[src/rtl/tpcc_pkg.sv]
// shared types, constants and a clamp helper for the texture pixel convert and crop block
// no dependencies
package tpcc_pkg;

    localparam int PIXEL_W   = 32;
    localparam int CFG_IDX_W = 3;
    localparam int CFG_DATA_W = 16;

    // register indexes on the configuration port
    localparam logic [CFG_IDX_W-1:0] CFG_MODE        = 3'd0;
    localparam logic [CFG_IDX_W-1:0] CFG_SOURCE_W    = 3'd1;
    localparam logic [CFG_IDX_W-1:0] CFG_SOURCE_H    = 3'd2;
    localparam logic [CFG_IDX_W-1:0] CFG_FILL_W      = 3'd3;
    localparam logic [CFG_IDX_W-1:0] CFG_FILL_H      = 3'd4;

    // conversion modes, the unused code behaves as pass-through
    localparam logic [1:0] MODE_PASS  = 2'd0;
    localparam logic [1:0] MODE_SWAP  = 2'd1;
    localparam logic [1:0] MODE_YCOCG = 2'd2;

    localparam logic [7:0] CHROMA_BIAS = 8'd128;
    localparam logic [7:0] BYTE_MAX    = 8'd255;

    // controller to datapath
    typedef struct packed {
        logic capture;    // take the pixel, step the raster counters
        logic div_start;  // start the chroma dividers on the accepted pixel
        logic load_out;   // move the converted pixel into the output register
    } t_cmd;

    // datapath to controller
    typedef struct packed {
        logic kept;       // current raster position lies inside the crop
        logic need_div;   // mode needs the chroma dividers
        logic div_done;   // quotients ready
    } t_status;

    function automatic logic [7:0] clamp_byte(input logic signed [10:0] v);
        logic [7:0] res;
        if (v > 11'sd255) begin
            res = BYTE_MAX;
        end else if (v < 11'sd0) begin
            res = 8'd0;
        end else begin
            res = v[7:0];
        end
        return res;
    endfunction

endpackage

[src/rtl/tpcc_div.sv]
// bit-serial signed divider for one chroma channel, (byte - 128) / divisor
// truncating toward zero; depends on tpcc_pkg
module tpcc_div
    import tpcc_pkg::*;
(
    input  logic              i_clk,
    input  logic              i_rst_n,
    input  logic              i_start,
    input  logic [7:0]        i_byte,
    input  logic [4:0]        i_scale,
    output logic              o_done,
    output logic signed [8:0] o_quot
);

    logic       r_busy, n_busy;
    logic       r_done, n_done;
    logic [2:0] r_cnt, n_cnt;
    logic [4:0] r_rem, n_rem;
    logic [7:0] r_quo, n_quo;
    logic [5:0] r_div, n_div;
    logic       r_neg, n_neg;

    logic [5:0] w_rem_sh;
    logic [5:0] w_rem_sub;
    logic       w_fits;
    logic [7:0] w_mag;
    logic       w_neg;

    // magnitude and sign of the biased byte
    always_comb begin
        w_neg = (i_byte < CHROMA_BIAS);
        w_mag = w_neg ? (CHROMA_BIAS - i_byte) : (i_byte - CHROMA_BIAS);
    end

    // restoring step: shift one dividend bit into the remainder
    always_comb begin
        w_rem_sh  = {r_rem, r_quo[7]};
        w_fits    = (w_rem_sh >= r_div);
        w_rem_sub = w_rem_sh - r_div;
    end

    always_comb begin
        n_busy = r_busy;
        n_done = 1'b0;
        n_cnt  = r_cnt;
        n_rem  = r_rem;
        n_quo  = r_quo;
        n_div  = r_div;
        n_neg  = r_neg;
        if (i_start) begin
            n_busy = 1'b1;
            n_cnt  = 3'd0;
            n_rem  = 5'd0;
            n_quo  = w_mag;
            n_div  = {1'b0, i_scale} + 6'd1;
            n_neg  = w_neg;
        end else if (r_busy) begin
            n_rem = w_fits ? w_rem_sub[4:0] : w_rem_sh[4:0];
            n_quo = {r_quo[6:0], w_fits};
            n_cnt = r_cnt + 3'd1;
            if (r_cnt == 3'd7) begin
                n_busy = 1'b0;
                n_done = 1'b1;
            end
        end
    end

    always_ff @(posedge i_clk) begin
        if (!i_rst_n) begin
            r_busy <= 1'b0;
            r_done <= 1'b0;
            r_cnt  <= 3'd0;
        end else begin
            r_busy <= n_busy;
            r_done <= n_done;
            r_cnt  <= n_cnt;
        end
    end

    always_ff @(posedge i_clk) begin
        r_rem <= n_rem;
        r_quo <= n_quo;
        r_div <= n_div;
        r_neg <= n_neg;
    end

    assign o_done = r_done;
    assign o_quot = r_neg ? -$signed({1'b0, r_quo}) : $signed({1'b0, r_quo});

endmodule

[src/rtl/tpcc_dpath.sv]
// datapath: configuration registers, raster counters, crop test, color conversion
// and output register; depends on tpcc_pkg and tpcc_div
module tpcc_dpath
    import tpcc_pkg::*;
#(
    parameter int COORD_BITS = 16
) (
    input  logic                  i_clk,
    input  logic                  i_rst_n,
    input  logic                  i_cfg_we,
    input  logic [CFG_IDX_W-1:0]  i_cfg_index,
    input  logic [CFG_DATA_W-1:0] i_cfg_data,
    input  logic [PIXEL_W-1:0]    i_pixel,
    input  t_cmd                  i_cmd,
    output t_status               o_status,
    output logic [PIXEL_W-1:0]    o_out_data,
    output logic                  o_out_last
);

    localparam logic [COORD_BITS-1:0] CoordOne = COORD_BITS'(1);

    logic [1:0]            r_mode;
    logic [CFG_DATA_W-1:0] r_src_w, r_src_h, r_fill_w, r_fill_h;

    logic [COORD_BITS-1:0] r_col, n_col;
    logic [COORD_BITS-1:0] r_row, n_row;

    logic [PIXEL_W-1:0]    r_pix;
    logic                  r_last;
    logic [PIXEL_W-1:0]    r_out_data;
    logic                  r_out_last;

    logic [COORD_BITS-1:0] w_sw, w_sh, w_fw, w_fh, w_cw, w_ch;
    logic                  w_kept, w_last;

    logic                  w_done_co, w_done_cg;
    logic signed [8:0]     w_co, w_cg;
    logic signed [10:0]    w_y, w_co_x, w_cg_x;
    logic [7:0]            w_r, w_g, w_b, w_a;

    always_ff @(posedge i_clk) begin
        if (!i_rst_n) begin
            r_mode   <= MODE_PASS;
            r_src_w  <= CFG_DATA_W'(1);
            r_src_h  <= CFG_DATA_W'(1);
            r_fill_w <= '0;
            r_fill_h <= '0;
        end else if (i_cfg_we) begin
            case (i_cfg_index)
                CFG_MODE:     r_mode   <= i_cfg_data[1:0];
                CFG_SOURCE_W: r_src_w  <= i_cfg_data;
                CFG_SOURCE_H: r_src_h  <= i_cfg_data;
                CFG_FILL_W:   r_fill_w <= i_cfg_data;
                CFG_FILL_H:   r_fill_h <= i_cfg_data;
                default: begin
                end
            endcase
        end
    end

    // effective source and crop sizes
    always_comb begin
        w_sw = (r_src_w[COORD_BITS-1:0] == '0) ? CoordOne : r_src_w[COORD_BITS-1:0];
        w_sh = (r_src_h[COORD_BITS-1:0] == '0) ? CoordOne : r_src_h[COORD_BITS-1:0];
        w_fw = r_fill_w[COORD_BITS-1:0];
        w_fh = r_fill_h[COORD_BITS-1:0];
        w_cw = ((w_fw != '0) && (w_fw <= w_sw)) ? w_fw : w_sw;
        w_ch = ((w_fh != '0) && (w_fh <= w_sh)) ? w_fh : w_sh;
        w_kept = (r_col < w_cw) && (r_row < w_ch);
        w_last = (r_col == w_cw - CoordOne) && (r_row == w_ch - CoordOne);
    end

    // raster walk, wraps at the end of a row and of the image
    always_comb begin
        n_col = r_col;
        n_row = r_row;
        if (i_cmd.capture) begin
            if (r_col >= w_sw - CoordOne) begin
                n_col = '0;
                n_row = (r_row >= w_sh - CoordOne) ? '0 : r_row + CoordOne;
            end else begin
                n_col = r_col + CoordOne;
            end
        end
    end

    always_ff @(posedge i_clk) begin
        if (!i_rst_n) begin
            r_col <= '0;
            r_row <= '0;
        end else begin
            r_col <= n_col;
            r_row <= n_row;
        end
    end

    always_ff @(posedge i_clk) begin
        if (i_cmd.capture) begin
            r_pix  <= i_pixel;
            r_last <= w_last;
        end
        if (i_cmd.load_out) begin
            r_out_data <= {w_a, w_b, w_g, w_r};
            r_out_last <= r_last;
        end
    end

    tpcc_div u_div_co (
        .i_clk   (i_clk),
        .i_rst_n (i_rst_n),
        .i_start (i_cmd.div_start),
        .i_byte  (i_pixel[7:0]),
        .i_scale (i_pixel[23:19]),
        .o_done  (w_done_co),
        .o_quot  (w_co)
    );

    tpcc_div u_div_cg (
        .i_clk   (i_clk),
        .i_rst_n (i_rst_n),
        .i_start (i_cmd.div_start),
        .i_byte  (i_pixel[15:8]),
        .i_scale (i_pixel[23:19]),
        .o_done  (w_done_cg),
        .o_quot  (w_cg)
    );

    // channel selection per mode
    always_comb begin
        w_y    = $signed({3'b000, r_pix[31:24]});
        w_co_x = 11'(w_co);
        w_cg_x = 11'(w_cg);
        case (r_mode)
            MODE_SWAP: begin
                w_r = r_pix[23:16];
                w_g = r_pix[15:8];
                w_b = r_pix[7:0];
                w_a = r_pix[31:24];
            end
            MODE_YCOCG: begin
                w_r = clamp_byte(w_y + w_co_x - w_cg_x);
                w_g = clamp_byte(w_y + w_cg_x);
                w_b = clamp_byte(w_y - w_co_x - w_cg_x);
                w_a = BYTE_MAX;
            end
            default: begin
                w_r = r_pix[7:0];
                w_g = r_pix[15:8];
                w_b = r_pix[23:16];
                w_a = r_pix[31:24];
            end
        endcase
    end

    assign o_status.kept     = w_kept;
    assign o_status.need_div = (r_mode == MODE_YCOCG);
    assign o_status.div_done = w_done_co & w_done_cg;
    assign o_out_data        = r_out_data;
    assign o_out_last        = r_out_last;

endmodule

[src/rtl/tpcc_ctrl.sv]
// controller: sequences accept, divide and output load, owns the output valid flag
// depends on tpcc_pkg
module tpcc_ctrl
    import tpcc_pkg::*;
(
    input  logic    i_clk,
    input  logic    i_rst_n,
    input  logic    i_in_valid,
    output logic    o_in_ready,
    output logic    o_out_valid,
    input  logic    i_out_ready,
    input  t_status i_status,
    output t_cmd    o_cmd
);

    localparam logic [1:0] ST_IDLE = 2'd0;
    localparam logic [1:0] ST_DIV  = 2'd1;
    localparam logic [1:0] ST_PUSH = 2'd2;

    logic [1:0] r_state, n_state;
    logic       r_out_valid, n_out_valid;
    logic       w_accept;
    logic       w_out_free;

    assign w_accept   = (r_state == ST_IDLE) && i_in_valid;
    assign w_out_free = !r_out_valid || i_out_ready;

    always_comb begin
        n_state         = r_state;
        o_cmd.capture   = 1'b0;
        o_cmd.div_start = 1'b0;
        o_cmd.load_out  = 1'b0;
        case (r_state)
            ST_IDLE: begin
                if (w_accept) begin
                    o_cmd.capture = 1'b1;
                    if (i_status.kept) begin
                        if (i_status.need_div) begin
                            o_cmd.div_start = 1'b1;
                            n_state         = ST_DIV;
                        end else begin
                            n_state = ST_PUSH;
                        end
                    end
                end
            end
            ST_DIV: begin
                if (i_status.div_done) begin
                    n_state = ST_PUSH;
                end
            end
            ST_PUSH: begin
                if (w_out_free) begin
                    o_cmd.load_out = 1'b1;
                    n_state        = ST_IDLE;
                end
            end
            default: begin
                n_state = ST_IDLE;
            end
        endcase
    end

    always_comb begin
        n_out_valid = r_out_valid;
        if (o_cmd.load_out) begin
            n_out_valid = 1'b1;
        end else if (i_out_ready) begin
            n_out_valid = 1'b0;
        end
    end

    always_ff @(posedge i_clk) begin
        if (!i_rst_n) begin
            r_state     <= ST_IDLE;
            r_out_valid <= 1'b0;
        end else begin
            r_state     <= n_state;
            r_out_valid <= n_out_valid;
        end
    end

    assign o_in_ready  = (r_state == ST_IDLE);
    assign o_out_valid = r_out_valid;

endmodule

[src/rtl/texture_pixel_convert_crop.sv]
// texture pixel convert and crop, top level: stream ports, controller and datapath
// depends on tpcc_pkg, tpcc_ctrl, tpcc_dpath, tpcc_div
// pass-through and swap: the pixel is captured at accept, then the push state loads the output
// register; no new item is accepted until then. scaled ycocg: two 8-step bit-serial dividers
//   set the pace, push waits for both quotients; a cropped-out item frees the input next cycle
// reset: synchronous active low, registers to mode 0, source 1x1, no crop, counters zero
module texture_pixel_convert_crop
    import tpcc_pkg::*;
#(
    parameter int COORD_BITS = 16
) (
    input  logic                  i_clk,
    input  logic                  i_rst_n,
    // configuration write port, no read-back
    input  logic                  i_cfg_we,
    input  logic [CFG_IDX_W-1:0]  i_cfg_index,
    input  logic [CFG_DATA_W-1:0] i_cfg_data,
    // pixel input
    input  logic                  s_axis_tvalid,
    output logic                  s_axis_tready,
    input  logic [PIXEL_W-1:0]    s_axis_tdata,  // byte_zero, byte_one, byte_two, byte_three
    // converted pixel output
    output logic                  m_axis_tvalid,
    input  logic                  m_axis_tready,
    output logic [PIXEL_W-1:0]    m_axis_tdata,  // out_red, out_green, out_blue, out_alpha
    output logic                  m_axis_tlast   // last_pixel
);

    t_cmd    w_cmd;
    t_status w_status;

    // controller: idle accepts, divide waits on the dividers, push fills the
    // output register as soon as it is empty or being drained
    tpcc_ctrl u_ctrl (
        .i_clk       (i_clk),
        .i_rst_n     (i_rst_n),
        .i_in_valid  (s_axis_tvalid),
        .o_in_ready  (s_axis_tready),
        .o_out_valid (m_axis_tvalid),
        .i_out_ready (m_axis_tready),
        .i_status    (w_status),
        .o_cmd       (w_cmd)
    );

    // datapath: raster counters decide keep and last at accept, conversion is
    // computed from the captured pixel and the quotients
    tpcc_dpath #(
        .COORD_BITS (COORD_BITS)
    ) u_dpath (
        .i_clk       (i_clk),
        .i_rst_n     (i_rst_n),
        .i_cfg_we    (i_cfg_we),
        .i_cfg_index (i_cfg_index),
        .i_cfg_data  (i_cfg_data),
        .i_pixel     (s_axis_tdata),
        .i_cmd       (w_cmd),
        .o_status    (w_status),
        .o_out_data  (m_axis_tdata),
        .o_out_last  (m_axis_tlast)
    );

    // a result never overwrites one that is still waiting
    a_no_overwrite: assert property (@(posedge i_clk) disable iff (!i_rst_n)
        w_cmd.load_out |-> (!m_axis_tvalid || m_axis_tready))
        else $error("output register overwritten while stalled");

    // no new item while the dividers run
    a_busy_after_start: assert property (@(posedge i_clk) disable iff (!i_rst_n)
        w_cmd.div_start |=> !s_axis_tready)
        else $error("input ready during division");

    // quotients only finish while the controller waits for them
    a_done_in_div: assert property (@(posedge i_clk) disable iff (!i_rst_n)
        w_status.div_done |-> !s_axis_tready)
        else $error("divider finished outside the divide phase");

    // a loaded result is presented on the next cycle
    a_load_shows: assert property (@(posedge i_clk) disable iff (!i_rst_n)
        w_cmd.load_out |=> m_axis_tvalid)
        else $error("loaded result not presented");

endmodule

[config.mk]
export PLATFORM = sky130hd
export DESIGN_NAME = texture_pixel_convert_crop
export DESIGN_NICKNAME = d
export VERILOG_FILES = /design/src/rtl/tpcc_pkg.sv /design/src/rtl/tpcc_div.sv /design/src/rtl/tpcc_dpath.sv /design/src/rtl/tpcc_ctrl.sv /design/src/rtl/texture_pixel_convert_crop.sv
export SDC_FILE = /design/constraint.sdc
export NUM_CORES = 1
export LEC_CHECK = 0
export BUFFER_PORTS_ARGS = -buffer_cell sky130_fd_sc_hd__buf_2
export CAP_MARGIN = 25
export CORE_MARGIN = 5
export CORE_UTILIZATION = 40
export CTS_CLUSTER_SIZE = 16
export DETAILED_ROUTE_END_ITERATION = 8
export HOLD_SLACK_MARGIN = 0.08
export PLACE_DENSITY = 0.67
export SETUP_SLACK_MARGIN = 0.1
export SYNTH_ARGS = -nofsm -noshare
export SYNTH_HDL_FRONTEND = slang
export SYNTH_SLANG_ARGS = --single-unit
[constraint.sdc]
create_clock -name i_clk -period 12.8 [get_ports i_clk]
set_clock_uncertainty 0.2 [all_clocks]
set_input_delay 0.64 -clock i_clk [delete_from_list [all_inputs] [get_ports i_clk]]
set_output_delay 0.64 -clock i_clk [all_outputs]
set_load 0.02 [all_outputs]
==> qor.txt <==
maximum clock path buffer count: 3
Yosys top cell by area: edfxtp_1
FMAX: 0.152 GHz
slew at the pin closest to its max-slew limit: 1.02 ns
total number of vias: 12.9k
core box area: 38600 µm²
area share of fa/ha/maj cells after synthesis: 14.9%
Tcrit/Tclk final: 51.3%
Seq/Total Area, Yosys: 33.0%
Sequential Power Share: 38.6%
number of gates resized after CTS: 0
I/O pin count: 91
P per Cell Area: 120 nW/µm²
worst endpoint data arrival time: 6.67 ns
CP Max Fanout: 47
crit end category: register
Detailed Route WL: 41800 µm
sw power: 0.000671 W
area occupied by multi-input gates: 9610 µm²
XOR/XNOR Fraction of Synth Area: 8.00%
H-tree depth: 1
FF+latch area: 5120 µm²
final setup vio count: 0
minimum clock period: 6.57 ns
initial antenna violation count: 0
internal power: 0.00141 W
gr usage total: 19.3%
die area: 42800 µm²
post-synthesis compound-gate area fraction: 16.5%
area grow syn2layout: 11.7%
detailed placer's ending HPWL: 32400 µm
drc violations: 0
Yosys top cell area share: 17.4%
Synth Cell Area: 15500 µm²
outcome: complete, no violations
Main synth FF type: dfxtp_1
Clk Tree Root Cell: clkbuf_16
Via density: 5.42
Final Hold Vio Count: 0
Wirelength per Cell: 17.6 µm
GPL Wtd Cong: 0.939
Leak: 6.95 nW
Cell variety after synth: 81
drt pass-1 iters: 5
Ant. Diodes: 0
Initial DRC Count: 949
vias in the first global route: 12.5k
Die Width: 207 µm
clock transition at the registers of the reported paths: 0.06 ns
Post-synth EDFFs: 90
Pins Over Slew Limit: 0
cts bufs inserted: 24
clock latency at the later pin of the worst-skew pair: 0.54 ns
first-pass GRT wire length: 66300 µm
MaxCap Viol Count: 0
Final ANT Viol Nets: 0
row cnt: 72
Post-Synth Simple-Gate Area: 18.5%
grt ovf: 0
clock sink total: 211
die span in y: 207 µm
largest cells by area after synthesis: edfxtp_1 (17%), dfxtp_1 (16%), ha_1 (12%), nand2_1 (5.8%), xnor2_1 (5.2%)
multiplexer area fraction after synthesis: 3.93%
#FFs+latches synth: 211
WS Path Type: register to register
Clk pwr share: 33.8%
Worst slew margin: 31.8%
FFs w/ async S/R, synth: 0%
HP Class: input port to register
overall power: 0.00208 W
CTS tree: built
Initial Util: 40.3%
power share of the combinational group: 27.5%
Net Sw Frac: 32.3%
synthesized net count: 2002
count of warnings emitted by yosys: 0
Port Buf Inserts: 90
Critical Path RT: 12.90 ns
# nets final: 2068
Syn Area/Cell: 8.74 µm²
largest family of logic cells by synthesized area: simple AND/OR/NAND/NOR gates
filler instances: 3811
Gate Count Post-Synth: 1775
CP Launch Type: register
largest net degree at the start of global routing: 84
setup_tns: 0 ns
RSZ-0062 raised after global routing: no
VDD IR max: 0.101 mV
layout cell share with drive strength beyond 1: 9.86%
-- through the flow --
| step | std cells | utilization, % | hold WS (ns) | area, µm² | worst slack (ns) |
|---|---|---|---|---|---|
| floorplan | 1775 | - | 0.200 | 15500 | 7.28 |
| global placement | 2319 | 42.5 | 0.250 | 16400 | 6.44 |
| detailed placement | 2319 | 42.5 | 0.239 | 16400 | 6.32 |
| CTS | 2372 | 44.9 | 0.0816 | 17300 | 6.35 |
| global route | 2374 | 45.0 | 0.0880 | 17300 | 5.83 |
| finish | 2374 | 45.0 | 0.110 | 17300 | 6.23 |
-- cell usage after synthesis (all sizes together) (29+ instances only) --
| cell | count |
|---|---|
| o21ai | 56 |
| edfxtp | 90 |
| xnor2 | 93 |
| a21oi | 111 |
| dfxtp | 121 |
| clkbuf | 54 |
| a21boi | 73 |
| nand2 | 240 |
| mux2i | 41 |
| nor2 | 132 |
| ha | 152 |
| xor2 | 48 |
| nand3 | 36 |
| nor3 | 29 |
| inv | 135 |
| a21o | 29 |
-- critical path, cell delays in order (launching register included) --
cell and delay (ns):
dfxtp_1 0.39, nor4_1 0.72, a31oi_1 0.38, inv_1 0.14, ha_1 0.15, nor2b_1 0.05, o211ai_1 0.19, a21boi_2 0.09
o31ai_4 0.60, nand2_4 0.38, mux2i_2 0.32, ha_1 0.28, o21a_1 0.18, o21a_1 0.16, o211ai_1 0.21, o21bai_1 0.12
maj3_1 0.35, a21oi_1 0.15, nand4_1 0.24, nor2_4 0.14, buf_4 0.48, mux2_2 0.40
-- state kept, by name (all words and copies together) (netlist names), 2 cells and up --
register	flops
u_dpath.r_fill_w	16
u_dpath.u_div_cg.r_quo	8
u_dpath.u_div_cg.r_rem	5
u_dpath.r_row	16
u_dpath.u_div_co.r_quo	8
u_dpath.r_col	16
u_dpath.r_pix	32
u_dpath.r_src_w	16
u_dpath.u_div_cg.r_cnt	3
u_dpath.r_mode	2
u_dpath.r_src_h	16
u_dpath.o_out_data	32
u_dpath.u_div_co.r_rem	5
u_dpath.u_div_co.r_div	6
u_ctrl.r_state	2
u_dpath.u_div_co.r_cnt	3
u_dpath.r_fill_h	16
-- cell usage in the layout (no fill, tap or decap), types with 5 or more instances in the layout --
cell / count
and3_1: 16
nand2b_1: 22
fa_1: 19
dlygate4sd3_1: 12
mux2_2: 15
inv_1: 135
nor2_1: 131
a211o_1: 7
nor2b_1: 21
o21ai_0: 53
or3_1: 11
nand2_1: 239
a22oi_1: 5
a31oi_1: 8
xor2_1: 48
dfxtp_1: 121
xnor2_1: 92
a21oi_1: 109
ha_1: 152
buf_4: 6
a211oi_1: 12
o211ai_1: 11
edfxtp_1: 90
mux2i_1: 40
a21o_1: 29
o22ai_1: 16
clkbuf_16: 25
or2_2: 12
o31ai_1: 10
nor3_1: 26
a21boi_0: 72
nand3_1: 36
o21a_1: 13
nor4_1: 15
nor3b_1: 10
nand4_1: 22
buf_2: 90
a221oi_1: 11
-- what timing repair did --
action | 4_1_cts | 5_1_grt
endpoints found under the hold margin | 12 | 0
hold buffers | 12 | 0
buffers inserted | 0 | 0
-- cells by family (layout without fill, tap and decap cells) --
group                      Yosys count  after routing
and+or+nand+nor                    597            597
buffers and inverters              205            286
xor gates and xnor gates           141            141
DFF                                211            211
adders and majority gates          174            174
AOI/OAI and AO/OA                  389            389
muxes                               58             58
-- path summary, 6_finish.rpt --
| kind | startpoint | to | slack, ns | cells past startpoint |
|---|---|---|---|---|
| worst min-delay path | s_axis_tdata[8] | u_dpath.r_pix[8]$_DFFE_PP_ | 0.11 | 1 |
| worst max register to register | u_dpath.r_src_h[1]$_SDFFE_PN0P_ | u_dpath.u_div_co.r_quo[7]$_DFFE_PP_ | 6.23 | 21 |
| worst min register to register | u_dpath.r_last$_DFFE_PP_ | u_dpath.o_out_last$_DFFE_PP_ | 0.24 | 0 |
| worst max-delay path | u_dpath.r_src_h[1]$_SDFFE_PN0P_ | u_dpath.u_div_co.r_quo[7]$_DFFE_PP_ | 6.23 | 21 |
-- cell type report --
type / count / area share [%]
inverter: 136 / 2.95
sequential: 211 / 29.6
multi-input combinational: 1359 / 55.5
tap: 518 / 3.74
timing repair buffer: 109 / 3.71
clock buffer: 32 / 3.93
clock inverter: 9 / 0.650
-- per-layer routing --
layer  GRT usage (%)  vias to the layer above  share of wire, %  routed length [µm]
met3            2.86                       73               5.4                2270
li1                -                     6350                 -                   -
met2            33.5                      355                48               19900
met4            5.67                        0               3.2                1330
met1            25.1                     6093                44               18300
met5               0                        -                 0                   0
-- power by group through the flow --
stage / sequential, W / combinational, W / clock [W]
after floorplan: 0.000821 / 0.000405 / 0
after global placement: 0.000815 / 0.000551 / 0
after detailed placement: 0.000817 / 0.000563 / 0
after CTS: 0.000802 / 0.000570 / 0.000716
after global routing: 0.000808 / 0.000636 / 0.000750
final: 0.000802 / 0.000572 / 0.000703
(Power assumes the default switching activity.)
